File: config.mk
export PLATFORM = sky130hd
export DESIGN_NAME = rt_priority_ranker
export DESIGN_NICKNAME = d
export VERILOG_FILES = /design/src/hw/rtl/rpr_pkg.sv /design/src/hw/rtl/rpr_ram.sv /design/src/hw/rtl/rpr_ranker.sv /design/src/hw/rtl/rt_priority_ranker.sv
export SDC_FILE = /design/constraint.sdc
export NUM_CORES = 1
export LEC_CHECK = 0
export ABC_AREA = 1
export BUFFER_PORTS_ARGS = -buffer_cell sky130_fd_sc_hd__buf_2
export CORE_ASPECT_RATIO = 0.9
export CORE_UTILIZATION = 30
export CTS_CLUSTER_SIZE = 30
export DETAILED_ROUTE_END_ITERATION = 10
export GPL_TIMING_DRIVEN = 0
export RECOVER_POWER = 100
export SETUP_SLACK_MARGIN = 0.2
export SLEW_MARGIN = 5
export SYNTH_ARGS = -nofsm -noshare
export SYNTH_HDL_FRONTEND = slang
export SYNTH_HIERARCHICAL = 1
export SYNTH_SLANG_ARGS = --single-unit
File: constraint.sdc
create_clock -name clk -period 4.7 [get_ports clk]
set_input_delay 0.705 -clock clk [delete_from_list [all_inputs] [get_ports clk]]
set_output_delay 0.705 -clock clk [all_outputs]
set_load 0.02 [all_outputs]
File: src/hw/rtl/rpr_pkg.sv
// ---------------------------------------------------------------------------
// rpr_pkg
// Types, register indexes and policy codes of the priority ranker.
// ---------------------------------------------------------------------------
package rpr_pkg;

  localparam int MAX_TASKS_DEF = 16;
  localparam int KEY_WIDTH_DEF = 32;

  localparam int FIELD_W    = 32;
  localparam int POLICY_W   = 2;
  localparam int LEVELS_W   = 9;
  localparam int IDLE_W     = 8;
  localparam int TIDX_W     = 4;
  localparam int PRIO_W     = 8;
  localparam int CFG_IDX_W  = 2;
  localparam int CFG_DATA_W = 9;

  // register indexes
  localparam logic [CFG_IDX_W-1:0] REG_POLICY = 2'd0;
  localparam logic [CFG_IDX_W-1:0] REG_LEVELS = 2'd1;
  localparam logic [CFG_IDX_W-1:0] REG_IDLE   = 2'd2;

  // policy codes
  localparam logic [POLICY_W-1:0] POL_RM   = 2'd0;
  localparam logic [POLICY_W-1:0] POL_DM   = 2'd1;
  localparam logic [POLICY_W-1:0] POL_FIFO = 2'd2;
  localparam logic [POLICY_W-1:0] POL_EDF  = 2'd3;

  localparam logic [POLICY_W-1:0] POLICY_RST = POL_RM;
  localparam logic [LEVELS_W-1:0] LEVELS_RST = 9'd8;
  localparam logic [IDLE_W-1:0]   IDLE_RST   = 8'd0;

  typedef struct packed {
    logic [FIELD_W-1:0] period;
    logic [FIELD_W-1:0] relative_deadline;
    logic [FIELD_W-1:0] job_seq;
    logic [FIELD_W-1:0] deadline_tick;
    logic               task_ready;
    logic               last_task;
  } task_rec_t;

  typedef struct packed {
    logic [TIDX_W-1:0] task_index;
    logic [PRIO_W-1:0] priority_res;
    logic              last_result;
  } rank_res_t;

  // settings that the rank engine captures when a set closes
  typedef struct packed {
    logic                dynamic;
    logic [LEVELS_W-1:0] levels;
    logic [IDLE_W-1:0]   idle;
  } rank_cfg_t;

endpackage

File: src/hw/rtl/rpr_ram.sv
// ---------------------------------------------------------------------------
// rpr_ram
// Generic single-write, single-read RAM with registered read data.
// ---------------------------------------------------------------------------
module rpr_ram #(
  parameter int WIDTH = 8,
  parameter int DEPTH = 16,
  localparam int AW   = (DEPTH > 1) ? $clog2(DEPTH) : 1
) (
  input  logic             clk,
  input  logic             we,
  input  logic [AW-1:0]    waddr,
  input  logic [WIDTH-1:0] wdata,
  input  logic [AW-1:0]    raddr,
  output logic [WIDTH-1:0] rdata
);

  logic [WIDTH-1:0] mem [DEPTH];

  always_ff @(posedge clk) begin
    if (we) begin
      mem[waddr] <= wdata;
    end
    rdata <= mem[raddr];
  end

endmodule

File: src/hw/rtl/rpr_ranker.sv
// ---------------------------------------------------------------------------
// rpr_ranker
// Rank sequencer: for each stored task, sweep the task RAM, count the tasks
// that beat it, map the rank to a priority and load the result register.
// ---------------------------------------------------------------------------
module rpr_ranker import rpr_pkg::*; #(
  parameter int MAX_TASKS = MAX_TASKS_DEF,
  parameter int KEY_WIDTH = KEY_WIDTH_DEF,
  localparam int IDX_W    = (MAX_TASKS > 1) ? $clog2(MAX_TASKS) : 1,
  localparam int CNT_W    = $clog2(MAX_TASKS + 1)
) (
  input  logic               clk,
  input  logic               rst,
  input  logic               start,
  input  logic [CNT_W-1:0]   n_tasks,
  input  rank_cfg_t          cfg_in,
  output logic               busy,
  output logic [IDX_W-1:0]   rd_addr,
  input  logic [KEY_WIDTH:0] rd_data,
  output logic               res_valid,
  input  logic               res_stall,
  output rank_res_t          res
);

  localparam int P_W = ((CNT_W > LEVELS_W) ? CNT_W : LEVELS_W) + 2;

  localparam logic [2:0] ST_IDLE  = 3'd0;
  localparam logic [2:0] ST_FETCH = 3'd1;
  localparam logic [2:0] ST_KEYI  = 3'd2;
  localparam logic [2:0] ST_SWEEP = 3'd3;
  localparam logic [2:0] ST_EMIT  = 3'd4;

  logic [2:0]           state, state_next;
  logic [IDX_W-1:0]     i, jd, last_idx;
  logic [CNT_W-1:0]     n_r, rank, rank_eff;
  rank_cfg_t            cfg_r;
  logic [KEY_WIDTH-1:0] key_i, key_j;
  logic                 rdy_i, rdy_j;
  logic                 hit, can_load, res_valid_next;
  logic signed [P_W-1:0] p_s, floor_s, clamp_s;
  logic [PRIO_W-1:0]    prio;

  assign busy  = (state != ST_IDLE);
  assign key_j = rd_data[KEY_WIDTH-1:0];
  assign rdy_j = rd_data[KEY_WIDTH];

  always_comb begin
    unique case (state)
      ST_FETCH: rd_addr = i;
      ST_KEYI:  rd_addr = jd;
      default:  rd_addr = jd + IDX_W'(1);
    endcase
  end

  // task j beats task i: smaller key, or equal key at a lower index; under a dynamic policy only a ready task j counts
  assign hit = (jd != i) && !(cfg_r.dynamic && !rdy_j) &&
               ((key_j < key_i) || ((key_j == key_i) && (jd < i)));

  // priority = levels - 2 - rank (n if task not ready, dynamic policy), signed, floored at idle + 1, capped at 255
  always_comb begin
    rank_eff = (cfg_r.dynamic && !rdy_i) ? n_r : rank;
    p_s      = $signed(P_W'(cfg_r.levels)) - $signed(P_W'(2)) - $signed(P_W'(rank_eff));
    floor_s  = $signed(P_W'(cfg_r.idle)) + $signed(P_W'(1));
    clamp_s  = (p_s < floor_s) ? floor_s : p_s;
    prio     = (clamp_s > $signed(P_W'(255))) ? {PRIO_W{1'b1}} : clamp_s[PRIO_W-1:0];
  end

  assign can_load = !res_valid || !res_stall;

  always_comb begin
    state_next = state;
    unique case (state)
      ST_IDLE:  if (start) state_next = ST_FETCH;
      ST_FETCH: state_next = ST_KEYI;
      ST_KEYI:  state_next = ST_SWEEP;
      ST_SWEEP: if (jd == last_idx) state_next = ST_EMIT;
      ST_EMIT: begin
        if (can_load) begin
          state_next = (i == last_idx) ? ST_IDLE : ST_FETCH;
        end
      end
      default:  state_next = ST_IDLE;
    endcase
  end

  always_comb begin
    res_valid_next = res_valid;
    if (state == ST_EMIT && can_load) begin
      res_valid_next = 1'b1;
    end else if (!res_stall) begin
      res_valid_next = 1'b0;
    end
  end

  always_ff @(posedge clk) begin
    if (rst) begin
      state     <= ST_IDLE;
      res_valid <= 1'b0;
      i         <= '0;
    end else begin
      state     <= state_next;
      res_valid <= res_valid_next;
      if (state == ST_IDLE && start) begin
        i <= '0;
      end else if (state == ST_EMIT && can_load) begin
        i <= i + IDX_W'(1);
      end
    end
  end

  always_ff @(posedge clk) begin
    if (state == ST_IDLE && start) begin
      n_r      <= n_tasks;
      last_idx <= IDX_W'(n_tasks - CNT_W'(1));
      cfg_r    <= cfg_in;
    end
    unique case (state)
      ST_FETCH: jd <= '0;
      ST_KEYI: begin
        key_i <= key_j;
        rdy_i <= rdy_j;
        rank  <= '0;
      end
      ST_SWEEP: begin
        jd   <= jd + IDX_W'(1);
        rank <= rank + CNT_W'(hit);
      end
      default: ;
    endcase
    if (state == ST_EMIT && can_load) begin
      res.task_index   <= TIDX_W'(i);
      res.priority_res <= prio;
      res.last_result  <= (i == last_idx);
    end
  end

endmodule

File: src/hw/rtl/rt_priority_ranker.sv
// ---------------------------------------------------------------------------
// rt_priority_ranker
// Rank-based RM / DM / FIFO / EDF priority assignment over a stored task set.
//
//   channel   direction  handshake                 payload
//   task      in         task_valid / task_stall   task_rec  (task_rec_t)
//   rank      out        rank_valid / rank_stall   rank_res  (rank_res_t)
//   cfg       in         cfg_we                    cfg_index, cfg_data
//
// A record that does not close the set is taken whenever task_stall is low.
// A closing record starts the rank pass: each of the n tasks goes through
// fetch, key capture, an n-entry sweep and result load; the sweep reads
// one entry at a time through the single read port of the task RAM.
// task_stall stays high for the whole pass; a stall on rank holds the pass.
// Reset (synchronous) clears the record count, sequencer and config registers;
// the task RAM needs no clearing since only loaded entries are read.
// ---------------------------------------------------------------------------
module rt_priority_ranker import rpr_pkg::*; #(
  parameter int MAX_TASKS = MAX_TASKS_DEF,
  parameter int KEY_WIDTH = KEY_WIDTH_DEF
) (
  input  logic                  clk,
  input  logic                  rst,
  input  logic                  task_valid,
  output logic                  task_stall,
  input  task_rec_t             task_rec,
  output logic                  rank_valid,
  input  logic                  rank_stall,
  output rank_res_t             rank_res,
  input  logic                  cfg_we,
  input  logic [CFG_IDX_W-1:0]  cfg_index,
  input  logic [CFG_DATA_W-1:0] cfg_data
);

  localparam int IDX_W = (MAX_TASKS > 1) ? $clog2(MAX_TASKS) : 1;
  localparam int CNT_W = $clog2(MAX_TASKS + 1);

  logic [POLICY_W-1:0]  policy;
  logic [LEVELS_W-1:0]  priority_levels;
  logic [IDLE_W-1:0]    idle_priority;

  logic [CNT_W-1:0]     task_count, task_count_next, n_tasks;
  logic                 accept, room, wr_en, start, busy;
  logic [FIELD_W-1:0]   key_sel;
  logic [KEY_WIDTH-1:0] key;
  logic [IDX_W-1:0]     rd_addr;
  logic [KEY_WIDTH:0]   rd_data;
  rank_cfg_t            rank_cfg;

  always_ff @(posedge clk) begin
    if (rst) begin
      policy          <= POLICY_RST;
      priority_levels <= LEVELS_RST;
      idle_priority   <= IDLE_RST;
    end else if (cfg_we) begin
      unique case (cfg_index)
        REG_POLICY: policy          <= cfg_data[POLICY_W-1:0];
        REG_LEVELS: priority_levels <= cfg_data[LEVELS_W-1:0];
        REG_IDLE:   idle_priority   <= cfg_data[IDLE_W-1:0];
        default: ;
      endcase
    end
  end

  always_comb begin
    case (policy)
      POL_RM:   key_sel = task_rec.period;
      POL_DM:   key_sel = task_rec.relative_deadline;
      POL_FIFO: key_sel = task_rec.job_seq;
      default:  key_sel = task_rec.deadline_tick;
    endcase
  end

  assign key        = KEY_WIDTH'(key_sel);
  assign task_stall = busy;
  assign accept     = task_valid && !task_stall;
  // drop records once the store is full
  assign room       = (task_count < CNT_W'(MAX_TASKS));
  assign wr_en      = accept && room;
  assign start      = accept && task_rec.last_task;
  assign n_tasks    = room ? (task_count + CNT_W'(1)) : task_count;

  assign rank_cfg.dynamic = (policy == POL_FIFO) || (policy == POL_EDF);
  assign rank_cfg.levels  = priority_levels;
  assign rank_cfg.idle    = idle_priority;

  always_comb begin
    task_count_next = task_count;
    if (start) begin
      task_count_next = '0;
    end else if (wr_en) begin
      task_count_next = task_count + CNT_W'(1);
    end
  end

  always_ff @(posedge clk) begin
    if (rst) begin
      task_count <= '0;
    end else begin
      task_count <= task_count_next;
    end
  end

  rpr_ram #(
    .WIDTH (KEY_WIDTH + 1),
    .DEPTH (MAX_TASKS)
  ) u_task_ram (
    .clk   (clk),
    .we    (wr_en),
    .waddr (task_count[IDX_W-1:0]),
    .wdata ({task_rec.task_ready, key}),
    .raddr (rd_addr),
    .rdata (rd_data)
  );

  rpr_ranker #(
    .MAX_TASKS (MAX_TASKS),
    .KEY_WIDTH (KEY_WIDTH)
  ) u_ranker (
    .clk       (clk),
    .rst       (rst),
    .start     (start),
    .n_tasks   (n_tasks),
    .cfg_in    (rank_cfg),
    .busy      (busy),
    .rd_addr   (rd_addr),
    .rd_data   (rd_data),
    .res_valid (rank_valid),
    .res_stall (rank_stall),
    .res       (rank_res)
  );

endmodule

==> impl_summary.log <==
[metrics] via count of the routed design: around 22000
[metrics] chain of cells forming the critical path: nor2_1, nand2_1, inv_1, nand3_1, inv_1, nand3b_1, nor2_1, clkbuf_1, clkbuf_2
[metrics] fraction of layout cells with a size suffix above 1: a little under an eighth
[metrics] number of hold-slack violations in the final timing report: 0
[metrics] detailed-route DRC error count: 0
[metrics] most frequent cells in the layout: 965 x sky130_fd_sc_hd__nand2_1, 610 x sky130_fd_sc_hd__edfxtp_1, 512 x sky130_fd_sc_hd__inv_1
[metrics] total gr overflow: 0
[metrics] mean instance size in the synthesized netlist: 9.929 um2
[metrics] global-route met1 utilization: between 20 and 25%
[metrics] pre-CTS setup slack: 0.5244 ns
[metrics] gate family responsible for the most delay along the worst path: buffers and inverters
[metrics] final routed wire length divided by cell count: roughly 19 um
[metrics] placeable core region: about 0.1 mm2
[metrics] height of the die: a little over 300 um
[metrics] TritonCTS Buffers: between 60 and 70
[metrics] startpoint type of the worst setup path: register
[metrics] Post-Synthesis Cells: 3043
[metrics] critical path start-end classification: register to register
[metrics] footprint of the multi-input gates: roughly 0.008 mm2
[metrics] count of clock tree sinks: between 600 and 700
[metrics] number of detailed-route iterations in the first pass: 5
[metrics] Antenna Violating Nets Remaining: 0
[metrics] H-tree lvl count: 3
[metrics] violated checks: max-capacitance violations, max-slew violations
[metrics] utilization of the core after routing: between 30% and 40%
[metrics] Final Skew: 0.03622 ns
[metrics] Die Wd: 336.5 um
[metrics] number of gates resized after CTS: 0
[metrics] die footprint: 0.1020 mm2
[metrics] Tightest Pin Transition: around 2.7 ns
[metrics] critical path launch point: u_ranker/state[1]
[metrics] Finished Layout Cells: approximately 4700
[metrics] aggregate global-route resource usage: 17.10%
[metrics] fillcell total: approximately 10000
[metrics] maximum number of pins on one net before global-route repair: 28
[metrics] Worst VDD drop: ~0.46 mV
[metrics] final setup violating endpoints: 0
[metrics] register area: approximately 0.020 mm2
[metrics] WP buf/inv: 4
[metrics] Hold Crit Start: cfg_data[3]
[metrics] per-cell via count in the routed design: ~4.6
[metrics] clock-pin slew on the worst setup and hold paths: 0.06 ns
[metrics] Leak: approximately 15 nW
[metrics] first-pass GRT wire length: roughly 130 mm
[metrics] global-route track usage on met2: between 20 and 30%
[metrics] Post-synth EDFFs: 610
[metrics] RSZ-0062 raised after global routing: no
[metrics] antenna violations before repair: 7
[metrics] # Post-CTS Setup Buffers: 0
[metrics] share of the yosys chip area belonging to registers: 64.93%
[metrics] total of warnings raised by yosys: 6
[metrics] buffers from clock root to sink, at most: 3
[metrics] Starting Density: 30.24%
[metrics] FF-to-FF Start: u_ranker/state[1]
[metrics] final net count: approximately 3500
[metrics] Total Routed Length: ~88 mm
[metrics] required time at the endpoint of the critical path: ~5.0 ns
[metrics] count of input and output buffers: 160
[metrics] final cycle utilization of the critical path: between 90 and 100%
[metrics] number of placed cells counting well taps: between 4000 and 5000
[metrics] share of flip-flops with an asynchronous set or reset after synthesis: 0%
[metrics] vias in the first global route: roughly 20000
[metrics] minimum period implied by the final worst setup slack: around 4.3 ns
[metrics] flip-flop and latch count after synthesis: around 680
[metrics] Mapped Area: 0.03022 mm2
[metrics] Post-DP HPWL: between 60 and 70 mm
[metrics] kind of capture point of the worst setup path: register
[metrics] Worst Hold Class: primary input to register
[metrics] final weighted congestion in routability-driven placement: 0.8367
[metrics] crit path setup slack, layout: about 0.4 ns
[metrics] number of max-cap violations: 14
[metrics] pwr dens: 637.6 mW/mm2
[metrics] num rows: between 100 and 150
[metrics] standard cell with the maximum stage delay on the critical path: sky130_fd_sc_hd__nor2_1
[metrics] final max-slew violation count: around 240
[metrics] post-synthesis cell type count: 43
[metrics] Cell Area, Placed: roughly 0.033 mm2
[metrics] number of DRC markers in iteration 0: around 2100
[metrics] finished layout cell area: 0.03515 mm2
[metrics] run status: finished, violations left
[metrics] maximum fanout count along the critical path: 13
[metrics] clock tree from TritonCTS: done
[metrics] CTS hold repair buffers: 0
[metrics] Synth Flop Type: sky130_fd_sc_hd__edfxtp_1
[metrics] Slowest Stage Delay on Critical Path: between 0.9 and 1 ns
[metrics] synth-to-layout area growth: 16.33%
[metrics] arrival time reported for the critical path endpoint: around 4.6 ns
[metrics] library cell used as clock root buffer: sky130_fd_sc_hd__clkbuf_16
[metrics] normalized max-slew margin: -78.12%
[metrics] most crowded layer after global routing: met2
[metrics] syn nets: roughly 3200
[metrics] Clock Latency Late Sink: about 0.64 ns
[metrics] most common library cell in the layout ignoring fill and taps: sky130_fd_sc_hd__nand2_1
[metrics] maximum operating frequency: 0.2325 GHz
[metrics] total I/O pin count: ~160
[metrics] routing usage on met3: under 10%
[metal layers]
metal	vias to the layer above	wire length, um
li1	10398	-
met1	10158	38380
met2	1035	37230
met3	156	9551
met4	2	2474
met5	-	20
[registers in the layout, indices dropped and copies added (netlist names)]
| signal | flops |
|---|---|
| u_task_ram/mem | 528 |
| u_task_ram/rdata | 33 |
| u_ranker/key_i | 32 |
| u_ranker/cfg_r | 18 |
| u_ranker/res | 13 |
| priority_levels | 9 |
| idle_priority | 8 |
| task_count | 5 |
| u_ranker/n_r | 5 |
| u_ranker/rank | 5 |
| u_ranker/i | 4 |
| u_ranker/jd | 4 |
| u_ranker/last_idx | 4 |
| u_ranker/state | 3 |
| policy | 2 |
| u_ranker/rdy_i | 1 |
| u_ranker/res_valid | 1 |
[cell families after synthesis]
family,synth area share (%)
buffers and inverters,8.489
flip-flops,64.93
AND/OR/NAND/NOR,21.83
XOR/XNOR,0.6667
multiplexers,0.1035
AO/OA/AOI/OAI,1.511
adder cells (fa/ha/maj),2.468
[final timing paths]
kind                                          endpoint  slack [ns]  cells past startpoint
worst min-delay path                priority_levels[3]        0.34                      3
worst max-delay path            u_task_ram/mem[10][23]        0.40                      9
worst min register to register      u_ranker/cfg_r[13]        0.43                      0
worst max register to register  u_task_ram/mem[10][23]        0.40                      9
[report_power, final]
group	total [mW]	leakage, nW	switching [mW]	internal (mW)
clock	5.59	1.14	2.36	3.23
sequential	7.55	6.07	0.224	7.32
combinational	9.27	7.92	6.84	2.43
total	22.4	15.1	9.43	13.0
[Yosys cell counts, types with 3 or more instances]
cell type                  number  area [um2]
sky130_fd_sc_hd__a21oi_1       29       145.1
sky130_fd_sc_hd__buf_1         14       52.55
sky130_fd_sc_hd__buf_2         82       410.4
sky130_fd_sc_hd__buf_4         13       97.59
sky130_fd_sc_hd__clkbuf_1      16       60.06
sky130_fd_sc_hd__dfxtp_1       65        1301
sky130_fd_sc_hd__edfxtp_1     610       18320
sky130_fd_sc_hd__ha_1          58       725.7
sky130_fd_sc_hd__inv_1        512        1922
sky130_fd_sc_hd__inv_2          5       18.77
sky130_fd_sc_hd__nand2_1      964        3618
sky130_fd_sc_hd__nand2_2        5       31.28
sky130_fd_sc_hd__nand3_1      429        2147
sky130_fd_sc_hd__nand3_2        3       30.03
sky130_fd_sc_hd__nand3b_1       4       30.03
sky130_fd_sc_hd__nand4_1       39       244.0
sky130_fd_sc_hd__nor2_1        94       352.8
sky130_fd_sc_hd__nor2_2         8       50.05
sky130_fd_sc_hd__nor3_1         3       15.01
sky130_fd_sc_hd__o21ai_0       38       190.2
sky130_fd_sc_hd__o221ai_1       4       35.03
sky130_fd_sc_hd__or2_2          3       18.77
sky130_fd_sc_hd__xnor2_1       11       96.34
sky130_fd_sc_hd__xor2_1        12       105.1
[stage by stage]
step	hold WS (ns)	TNS (ns)	total power [mW]
final	0.3403	0	22.41
after CTS	0.2836	0	22.37
after global routing	0.3319	0	23.52
after floorplan	0.4082	0	12.98
after global placement	0.4114	-177.53	16.57
after detailed placement	0.4133	0	16.75
[layout make-up]
cell class / instances / share of cell area, %
repair buffers: 181 / 2.769
inverters: 518 / 5.532
clock buffers: 86 / 5.389
plain buffers: 125 / 1.759
flip-flops and latches: 675 / 55.82
diodes: 2 / 0.01424
clock inverters: 38 / 1.175
multi-input cells: 1725 / 22.76
well taps: 1344 / 4.784
[worst min-delay path: stages]
cell                      delay (ns)
sky130_fd_sc_hd__buf_2          0.10
sky130_fd_sc_hd__nand2_1        0.06
sky130_fd_sc_hd__nand3_1        0.06
(Power assumes the default switching activity.)
